**config.mk**
```make
export PLATFORM = sky130hd
export DESIGN_NAME = bpc_cal_regs
export DESIGN_NICKNAME = d
export VERILOG_FILES = /design/src/bpc_pkg.sv /design/src/bpc_cal_regs.sv
export SDC_FILE = /design/constraint.sdc
export NUM_CORES = 1
export LEC_CHECK = 0
export BUFFER_PORTS_ARGS = -buffer_cell sky130_fd_sc_hd__buf_4
export CORE_ASPECT_RATIO = 0.75
export CORE_MARGIN = 5
export CORE_UTILIZATION = 25
export DETAILED_ROUTE_END_ITERATION = 10
export SYNTH_ARGS = -nofsm -noshare
export SYNTH_HDL_FRONTEND = slang
export SYNTH_SLANG_ARGS = --single-unit
export TNS_END_PERCENT = 10
```
**constraint.sdc**
```tcl
create_clock -name i_clk -period 2.2 [get_ports i_clk]
set_input_delay 0.66 -clock i_clk [delete_from_list [all_inputs] [get_ports i_clk]]
set_output_delay 0.66 -clock i_clk [all_outputs]
set_load 0.05 [all_outputs]
```
**src/bpc_pkg.sv**
```systemverilog
package bpc_pkg;

    // Field widths of the sensor words and calibration words
    localparam int RAW_W      = 24;
    localparam int CAL_W      = 16;
    localparam int TEMP_OUT_W = 19;
    localparam int PRES_OUT_W = 32;

    // Stream payload widths, padded to whole bytes
    localparam int IN_TDATA_W  = 56;
    localparam int OUT_TDATA_W = 56;

    // Configuration port
    localparam int NUM_REGS   = 6;
    localparam int CFG_IDX_W  = 3;
    localparam int CFG_DATA_W = CAL_W;

    localparam logic [CFG_IDX_W-1:0] REG_PRESSURE_SENSITIVITY   = 3'd0;
    localparam logic [CFG_IDX_W-1:0] REG_PRESSURE_OFFSET        = 3'd1;
    localparam logic [CFG_IDX_W-1:0] REG_SENSITIVITY_TEMP_COEFF = 3'd2;
    localparam logic [CFG_IDX_W-1:0] REG_OFFSET_TEMP_COEFF      = 3'd3;
    localparam logic [CFG_IDX_W-1:0] REG_REFERENCE_TEMPERATURE  = 3'd4;
    localparam logic [CFG_IDX_W-1:0] REG_TEMPERATURE_COEFF      = 3'd5;

    // Factory calibration set (C1..C6)
    typedef struct packed {
        logic [CAL_W-1:0] pressure_sensitivity;
        logic [CAL_W-1:0] pressure_offset;
        logic [CAL_W-1:0] sensitivity_temp_coeff;
        logic [CAL_W-1:0] offset_temp_coeff;
        logic [CAL_W-1:0] reference_temperature;
        logic [CAL_W-1:0] temperature_coeff;
    } t_cal;

endpackage

```
**src/bpc_cal_regs.sv**
```systemverilog
module bpc_cal_regs
    import bpc_pkg::*;
(
    input  logic                  i_clk,
    input  logic                  i_rst_n,
    input  logic                  i_we,
    input  logic [CFG_IDX_W-1:0]  i_idx,
    input  logic [CFG_DATA_W-1:0] i_wdata,
    output t_cal                  o_cal
);

    t_cal r_cal;
    t_cal n_cal;

    always_comb begin
        n_cal = r_cal;
        if (i_we) begin
            case (i_idx)
                REG_PRESSURE_SENSITIVITY:   n_cal.pressure_sensitivity   = i_wdata;
                REG_PRESSURE_OFFSET:        n_cal.pressure_offset        = i_wdata;
                REG_SENSITIVITY_TEMP_COEFF: n_cal.sensitivity_temp_coeff = i_wdata;
                REG_OFFSET_TEMP_COEFF:      n_cal.offset_temp_coeff      = i_wdata;
                REG_REFERENCE_TEMPERATURE:  n_cal.reference_temperature  = i_wdata;
                REG_TEMPERATURE_COEFF:      n_cal.temperature_coeff      = i_wdata;
                default: ; // drop writes past the last register
            endcase
        end
    end

    always_ff @(posedge i_clk) begin
        if (!i_rst_n) begin
            r_cal <= '0;
        end else begin
            r_cal <= n_cal;
        end
    end

    assign o_cal = r_cal;

endmodule

```
==> flow_summary.toml, run 1 <==
[run_status]
status = "complete, no violations"

[floorplanning]
coreArea_mm2 = 0.01370
initial_core_util = 0.2550
core.rowCount = 37
dieWidth_um = 146.5
die_y_um = 112.4
dieArea_mm2 = 0.01647
ios = 118

[finish]
drive_gt1_frac = 0.3142
fin_nets = 470
antennaDiodeCount = 0
mostFrequentLayoutCells = "125 x buf_4, 112 x nand2_1, 96 x mux2i_1, 96 x dfxtp_1, 9 x clkbuf_16"
multi_input_area_mm2 = 0.001444
syn2layout_area_growth_pct = 38.81
nFillCells = 1381
final_common_cell = "buf_4"
seq_area_mm2 = 0.001922
largest_reg_flops = 96

[sta]
rsz0062_at_grt = "false"
fin_skew_ns = 0
slew_headroom = 0.7753
tightest_slew_ns = 0.3370
period_share = 0.7230
fin_ws_ns = 0.6095
slew_viol_final = 0
finalHoldViolCount = 0
tns_ns = 0
report.final.setup_viol = 0
fmax_mhz = 628.7
period_needed_ns = 1.591

[clock_network]
worstSkewPairLatency_ns = 0.34
cts_buffer_depth = 2
cts_hold_buf = 0
cts_tree = "built"
numCtsBuffers = 9
clockRootBuffer = "clkbuf_16"
cts_max_level = 3
numClockSinks = 96
post-cts-setup-buffers = 0
ctsResizeCount = 0
clkTransAtPathRegs_ns = 0.06

[global_route]
met3_usage = 0.04560
met2_usage = 0.1994
grt_most_used_layer = "met2"
grt_overflow = 0
grt_antenna_before_repair = 0
grt_start_max_net_pins = 37
globalRouteTotalUtil = 0.1230
grtUsageMet1 = 0.1531
grt_pass1_vias = 2822
grt_pass1_wl_um = 15760

[pwr]
power_frac_seq = 0.484
intPower_uw = 2802
switching_share = 0.2459
powerDensity_mw_per_mm2 = 766.1
power_switching_uw = 914.0
leakagePower_uw = 0.002513
vdd_drop_max_uv = 335.3
pwr-share-comb = 0.105
clkPwrFrac = 0.411

[synth]
synth_nets = 356
synth_seq_area_share = 0.5499
avgSynthCellArea_um2 = 10.46
ys_warn_count = 0
synth-seq-cells = 96
synth_cells = 334
synth_cell_type_count = 13
syn_area_mm2 = 0.003495

[routing]
vias_per_cell = 4.356
drt-initial-drc-count = 94
drcViolationCount = 0
drt_first_pass_iters = 4
drt_wl_total_um = 10090
ant_nets = 0
avgRoutedWirePerCell_um = 16.09
num_vias = 2731

[critical_path]
r2r-start = "o_cal[20]"
crit_start = "o_cal[93]"
critPathTopFamily = "flip-flops"
crit_path_max_incr_delay_ns = 0.37
required_ns = 1.54
crit_buf_inv = 1
crit_path_end_kind = "primary output"
rrSetupSlack_ns = 1.57
cpMaxStageDelayCell = "dfxtp_1"
cp_cell_sequence = "buf_4"
critPathMaxFanout = 2
critPathArrivalTime_ns = 0.93
start_kind = "flip-flop"
path_class = "reg2out"

[placement]
gp_congestion = 0.7737
dp_hpwl_um = 7436
post-place-ws_ns = 0.3530
portBuffers = 117

[run]
cap_violations = 0

[min_path]
hp-class = "reg2reg"
hold_start = "o_cal[2]"
cell type report:
type / instances / area share
Tap cell: 175 / 0.04514
Sequential cell: 96 / 0.3962
Multi-Input combinational cell: 214 / 0.2977
Timing Repair Buffer: 127 / 0.2017
Clock buffer: 11 / 0.05004
Clock inverter: 4 / 0.009286
final timing paths:
| check | end | cells past startpoint |
|---|---|---|
| max reg2reg | o_cal[20] | 2 |
| min reg2reg | o_cal[2] | 2 |
| min | o_cal[2] | 2 |
| max | o_cal[93] | 1 |
metrics by stage:
| step | utilization | area (µm²) | hold WS [ns] | instances | total power, µW |
|---|---|---|---|---|---|
| 2_1_floorplan | - | 3495 | 0.6738 | 334 | 2085 |
| 3_3_place_gp | 0.3330 | 4563 | 0.4464 | 612 | 2228 |
| 3_5_place_dp | 0.3330 | 4563 | 0.4516 | 612 | 2235 |
| 4_1_cts | 0.3540 | 4851 | 0.4616 | 627 | 3779 |
| 5_1_grt | 0.3540 | 4851 | 0.4734 | 627 | 3871 |
| 6_report | 0.3540 | 4851 | 0.4558 | 627 | 3716 |
metal layers:
layer / vias up / share of wire
met5: - / 0
met2: 74 / 0.47
met4: 0 / 0.012
met3: 8 / 0.063
met1: 1318 / 0.45
li1: 1331 / -
power by group through the flow:
stage	clock (µW)	sequential, µW	combinational (µW)
global route	1650	1800	415
CTS	1580	1800	397
global placement	0	1840	390
detailed placement	0	1840	396
finish	1530	1800	390
floorplan	0	1970	118
logic make-up (layout without fill, tap and decap cells):
family / after synthesis / in the layout / share of synthesized area
muxes: 96 / 96 / 0.2750
buffers and inverters: 24 / 142 / 0.03688
DFF: 96 / 96 / 0.5499
and+or+nand+nor: 118 / 118 / 0.1382
synth_stat cells, drive strengths merged:
library cell    n  area share
nand2         112        0.12
dfxtp          96        0.55
mux2i          96        0.27
buf            13       0.025
clkbuf         11       0.012
nand4b          2      0.0050
nand4bb         2      0.0064
and4bb          1      0.0036
or4b            1      0.0029
No activity file was read; power rests on OpenSTA's default activity.
==> run 2, diff against run 1 <==
--- a/config.mk
+++ b/config.mk
@@ -5,6 +5,7 @@
 export SDC_FILE = /design/constraint.sdc
 export NUM_CORES = 1
 export LEC_CHECK = 0
+export ABC_AREA = 1
 export BUFFER_PORTS_ARGS = -buffer_cell sky130_fd_sc_hd__buf_4
 export CORE_ASPECT_RATIO = 0.75
 export CORE_MARGIN = 5
==> constraint.sdc (replaced) <==
create_clock -name i_clk -period 1.51 [get_ports i_clk]
set_input_delay 0.453 -clock i_clk [delete_from_list [all_inputs] [get_ports i_clk]]
set_output_delay 0.453 -clock i_clk [all_outputs]
set_load 0.05 [all_outputs]
==> run 2 against run 1 <==
Synthesized cell count up 65%. Non-clock buffer count increased by 13. Final cell count is 40% higher. Utilization up 0.47 points. Worst setup slack worse by 0.51 ns. Largest power group unchanged. Clock skew did not move. Critical path type unchanged. Combinational power grew to 2.6 times the previous value.
==> flow_summary.toml, run 2 <==
[synth]
synth_nets = 574
ys_warn_count = 0
synth_common_cells = "193 x nor2_1, 101 x nand2_1, 96 x dfxtp_1, 96 x nand3_1, 22 x buf_2"
synth_seq_area_share = 0.4981
syn_area_mm2 = 0.003859
avgSynthCellArea_um2 = 6.990
synth_cells = 552
ys_top_cells_by_area = "dfxtp_1 50%, nor2_1 19%, nand3_1 12%"
synth_top_area_cell = "dfxtp_1"
ys.flop_type = "dfxtp_1"
synth-seq-cells = 96
synth_top_area_frac = 0.4981
synth_edf_count = 0
async_flop_share = 0
yosysMostFrequentCell = "nor2_1"
synth_cell_type_count = 12

[critical_path]
critPathArrivalTime_ns = 0.96
critPathTopFamily = "flip-flops"
critPathMaxFanout = 2
crit_path_end_kind = "primary output"
crit_buf_inv = 1
cp_cell_sequence = "buf_4"
start_kind = "flip-flop"
cp.depth = 1
required_ns = 1.06
r2r_cells = 2
cpMaxStageDelayCell = "dfxtp_1"
path_class = "reg2out"
crit_path_max_incr_delay_ns = 0.39

[sta]
report.final.setup_viol = 0
slew_viol_final = 0
rsz0062_at_grt = "false"
tns_ns = 0
finalHoldViolCount = 0
slew_headroom = 0.7234
fin_skew_ns = 0
period_share = 0.9343
period_needed_ns = 1.411
tightest_slew_ns = 0.4145
fin_hold_ws_ns = 0.4378
fmax_mhz = 708.8

[pwr]
total_power_uw = 5915
switching_share = 0.2918
power_frac_seq = 0.452
pwr-share-comb = 0.175
intPower_uw = 4189
clkPwrFrac = 0.373
vdd_drop_max_uv = 502.2
leakagePower_uw = 0.002507
power_switching_uw = 1726
powerDensity_mw_per_mm2 = 1087

[finish]
mostFrequentLayoutCells = "192 x nor2_1, 127 x buf_4, 101 x nand2_1"
fin_nets = 691
largest_reg_flops = 96
final_common_cell = "nor2_1"
syn2layout_area_growth_pct = 41.08
antennaDiodeCount = 0
drive_gt1_frac = 0.2493
fin_util = 0.3587

[clock_network]
cts_buffer_depth = 2
cts_tree = "built"
clkTransAtPathRegs_ns = 0.06
cts_hold_buf = 0
numClockSinks = 96
numCtsBuffers = 9
clockRootBuffer = "clkbuf_16"
worstSkewPairLatency_ns = 0.34
cts_max_level = 3
post-cts-setup-buffers = 0
ctsResizeCount = 0

[global_route]
grt_antenna_before_repair = 0
grt_pass1_wl_um = 20710
grt_pass1_vias = 3529
grt_overflow = 0
globalRouteTotalUtil = 0.1479
grt_start_max_net_pins = 51

[routing]
avgRoutedWirePerCell_um = 15.48
vias_per_cell = 4.408
num_vias = 3875
drt-initial-drc-count = 256
ant_nets = 0
drcViolationCount = 0
drt_wl_total_um = 13600
drt_first_pass_iters = 4

[run_status]
status = "complete, no violations"

[floorplanning]
core.rowCount = 39
ios = 118
dieArea_mm2 = 0.01804
coreArea_mm2 = 0.01518
die_y_um = 117.6
initial_core_util = 0.2543
dieWidth_um = 153.5

[min_path]
hold_depth = 3
hp-class = "in2reg"

[placement]
gp_congestion = 0.7489
dp_hpwl_um = 9142
portBuffers = 117

[run]
cap_violations = 0
-- run 2: cell count changes after synthesis, sizes merged --
cell	previous run	this run
nand2	112	102
inv	0	22
nand3	0	96
or4b	1	0
clkbuf	11	0
nor2	0	202
and4bb	1	0
nand4bb	2	0
nand4b	2	0
mux2i	96	0
buf	13	34
-- run 2: path summary, 6_finish.rpt --
check                                from   endpoint  slack, ns
worst max-delay path            o_cal[86]  o_cal[86]        0.1
worst min-delay path              i_rst_n  o_cal[18]       0.44
worst max register to register  o_cal[86]  o_cal[86]       0.89
worst min register to register  o_cal[51]  o_cal[51]       0.48
-- run 2: worst reg2reg max path, cell delays in order (launching register included) --
cell and delay [ns]:
dfxtp_1 0.39, nor2_1 0.07, nor2_1 0.10
-- run 2: cell families after synthesis --
logic type / count (synthesis) / share of synthesized area
AND/OR/NAND/NOR: 400 / 0.4345
flip-flops: 96 / 0.4981
buffers and inverters: 56 / 0.06744
-- run 2: through the flow --
step / worst slack [ns] / std cells / instance area [µm²]
after floorplan: 0.2861 / 552 / 3859
final: 0.09921 / 879 / 5444
after detailed placement: 0.1310 / 863 / 5159
after CTS: 0.09253 / 879 / 5444
after global routing: 0.05639 / 879 / 5444
after global placement: 0.1571 / 863 / 5159
-- run 2: layout make-up --
type / instances / area (µm²)
Sequential cell: 96 / 1922
Clock buffer: 13 / 270.3
Fill cell: 1649 / 9732
Inverter: 22 / 82.58
Multi-Input combinational cell: 400 / 1684
Timing Repair Buffer: 140 / 1214
Clock inverter: 3 / 15.01
Tap cell: 205 / 256.5
-- run 2: power by group through the flow --
stage               Combinational [µW]  Sequential [µW]  Clock (µW)
floorplan                          349             3030           0
global placement                  1040             2730           0
detailed placement                1040             2730           0
CTS                               1040             2670        2260
global route                      1110             2680        2360
finish                            1030             2670        2210
-- run 2: per-layer routing --
layer / GRT usage / part of all wire / up-vias
met5: 0 / 0 / -
met4: 0.02978 / 0.0079 / 0
met3: 0.04667 / 0.066 / 10
met2: 0.2200 / 0.43 / 123
met1: 0.2112 / 0.50 / 1803
li1: - / - / 1939
==> run 3, diff against run 2 <==
--- a/config.mk
+++ b/config.mk
@@ -7,7 +7,7 @@
 export LEC_CHECK = 0
 export ABC_AREA = 1
 export BUFFER_PORTS_ARGS = -buffer_cell sky130_fd_sc_hd__buf_4
-export CORE_ASPECT_RATIO = 0.75
+export CORE_ASPECT_RATIO = 1.4
 export CORE_MARGIN = 5
 export CORE_UTILIZATION = 25
 export DETAILED_ROUTE_END_ITERATION = 10
==> run 3 against run 2 <==
Critical path depth is the same. Clock power grew 5%. Combinational power about the same. Register-to-register slack better by 0.04 ns. Global-route usage fell by 0.50 points. Flip-flop and latch count stayed put. First-iteration DRC count shrank 16%. Maximum frequency grew 2.3%. Critical endpoint is now o_cal[18]. Routed wire length is 5.3% lower. Clock-buffer cell count decreased by 3.
==> flow_summary.toml, run 3 (synthesis gave the netlist of run 2 again) <==
[run_status]
status = "complete, no violations"

[floorplanning]
coreArea_mm2 = 0.01512
dieArea_mm2 = 0.01806
die_y_um = 157
dieWidth_um = 115
ios = 118
core.rowCount = 53
initial_core_util = 0.2552

[critical_path]
critPathArrivalTime_ns = 0.93
required_ns = 1.06
crit_buf_inv = 1
r2r-start = "o_cal[18]"
start_kind = "flip-flop"
cpMaxStageDelayCell = "dfxtp_1"
rrSetupSlack_ns = 0.93
crit_path_end_kind = "primary output"
r2r_cells = 2
rr_endpoint = "o_cal[18]"
critPathTopFamily = "flip-flops"
crit_path_max_incr_delay_ns = 0.37
cp_cell_sequence = "buf_4"
critPathMaxFanout = 2
path_class = "reg2out"

[placement]
portBuffers = 117
dp_hpwl_um = 9005
dp_cells = 845
post-place-ws_ns = 0.1410
gp_congestion = 0.7366

[finish]
final_common_cell = "nor2_1"
fin_cells = 861
nFillCells = 1671
antennaDiodeCount = 0
seq_area_mm2 = 0.001922
syn2layout_area_growth_pct = 40.27
drive_gt1_frac = 0.2451
mostFrequentLayoutCells = "192 x nor2_1, 122 x buf_4, 101 x nand2_1"
largest_reg_flops = 96
fin_nets = 686
multi_input_area_mm2 = 0.001684
fin_util = 0.3580

[clock_network]
post-cts-setup-buffers = 0
cts_buffer_depth = 2
worstSkewPairLatency_ns = 0.34
numCtsBuffers = 9
clkTransAtPathRegs_ns = 0.06
cts_hold_buf = 0
clockRootBuffer = "clkbuf_16"
ctsResizeCount = 0
cts_max_level = 3
cts_tree = "built"
numClockSinks = 96

[min_path]
hold_start = "o_cal[24]"
hold_depth = 2
worstHoldEndpoint = "o_cal[24]"
hp-class = "reg2reg"

[sta]
tns_ns = 0
finalHoldViolCount = 0
period_share = 0.9129
fin_ws_ns = 0.1316
report.final.setup_viol = 0
tightest_slew_ns = 0.4087
fmax_mhz = 725.5
slew_headroom = 0.7272
rsz0062_at_grt = "false"
period_needed_ns = 1.378
fin_skew_ns = 0
slew_viol_final = 0

[routing]
avgRoutedWirePerCell_um = 14.96
ant_nets = 0
drt-initial-drc-count = 216
vias_per_cell = 4.383
num_vias = 3774
drcViolationCount = 0
drt_first_pass_iters = 4
drt_wl_total_um = 12880

[pwr]
total_power_uw = 6007
powerDensity_mw_per_mm2 = 1110
switching_share = 0.2897
vdd_drop_max_uv = 630.8
intPower_uw = 4266
power_frac_seq = 0.444
leakagePower_uw = 0.002474
clkPwrFrac = 0.387
pwr-share-comb = 0.169
power_switching_uw = 1740

[global_route]
grt_antenna_before_repair = 0
grt_pass1_wl_um = 19820
globalRouteTotalUtil = 0.1429
grt_pass1_vias = 3490
grt_overflow = 0
grt_start_max_net_pins = 62

[run]
cap_violations = 0
## run 3: worst max-delay path by stage
stage / from / end / slack [ns] / cells past startpoint
finish: o_cal[18] / o_cal[18] / 0.13 / 1
global route: o_cal[18] / o_cal[18] / 0.09 / 1
CTS: o_cal[18] / o_cal[18] / 0.12 / 1
detailed placement: i_idx[2] / o_cal[23] / 0.14 / 7
global placement: i_idx[2] / o_cal[23] / 0.15 / 7
floorplan: i_rst_n / o_cal[72] / 0.29 / 5
## run 3: layout make-up
type | count | area share
Sequential cell | 96 | 0.3551
Tap cell | 192 | 0.04438
Timing Repair Buffer | 135 | 0.2173
Inverter | 22 | 0.01526
Clock inverter | 6 | 0.01271
Multi-Input combinational cell | 400 | 0.3111
Clock buffer | 10 | 0.04415
## run 3: power by group through the flow
stage	combinational, µW	clock, µW	sequential [µW]
floorplan	349	0	3030
global placement	1020	0	2720
detailed placement	1030	0	2730
CTS	1030	2400	2670
global route	1090	2530	2680
finish	1010	2330	2670
## run 3: metal layers
metal / part of all wire / wire length (µm) / GRT usage / vias to the layer above
met2: 0.47 / 6024 / 0.2191 / 123
met3: 0.074 / 956 / 0.04038 / 24
met5: 0 / 0 / 0 / -
met1: 0.42 / 5425 / 0.1844 / 1690
met4: 0.037 / 477 / 0.06823 / 0
li1: - / - / - / 1937
## run 3: stage by stage
step	hold slack, ns	cell area, µm²
3_5_place_dp	0.4731	5105
6_report	0.4824	5413
3_3_place_gp	0.4647	5105
4_1_cts	0.4867	5413
2_1_floorplan	0.6926	3859
5_1_grt	0.4967	5413
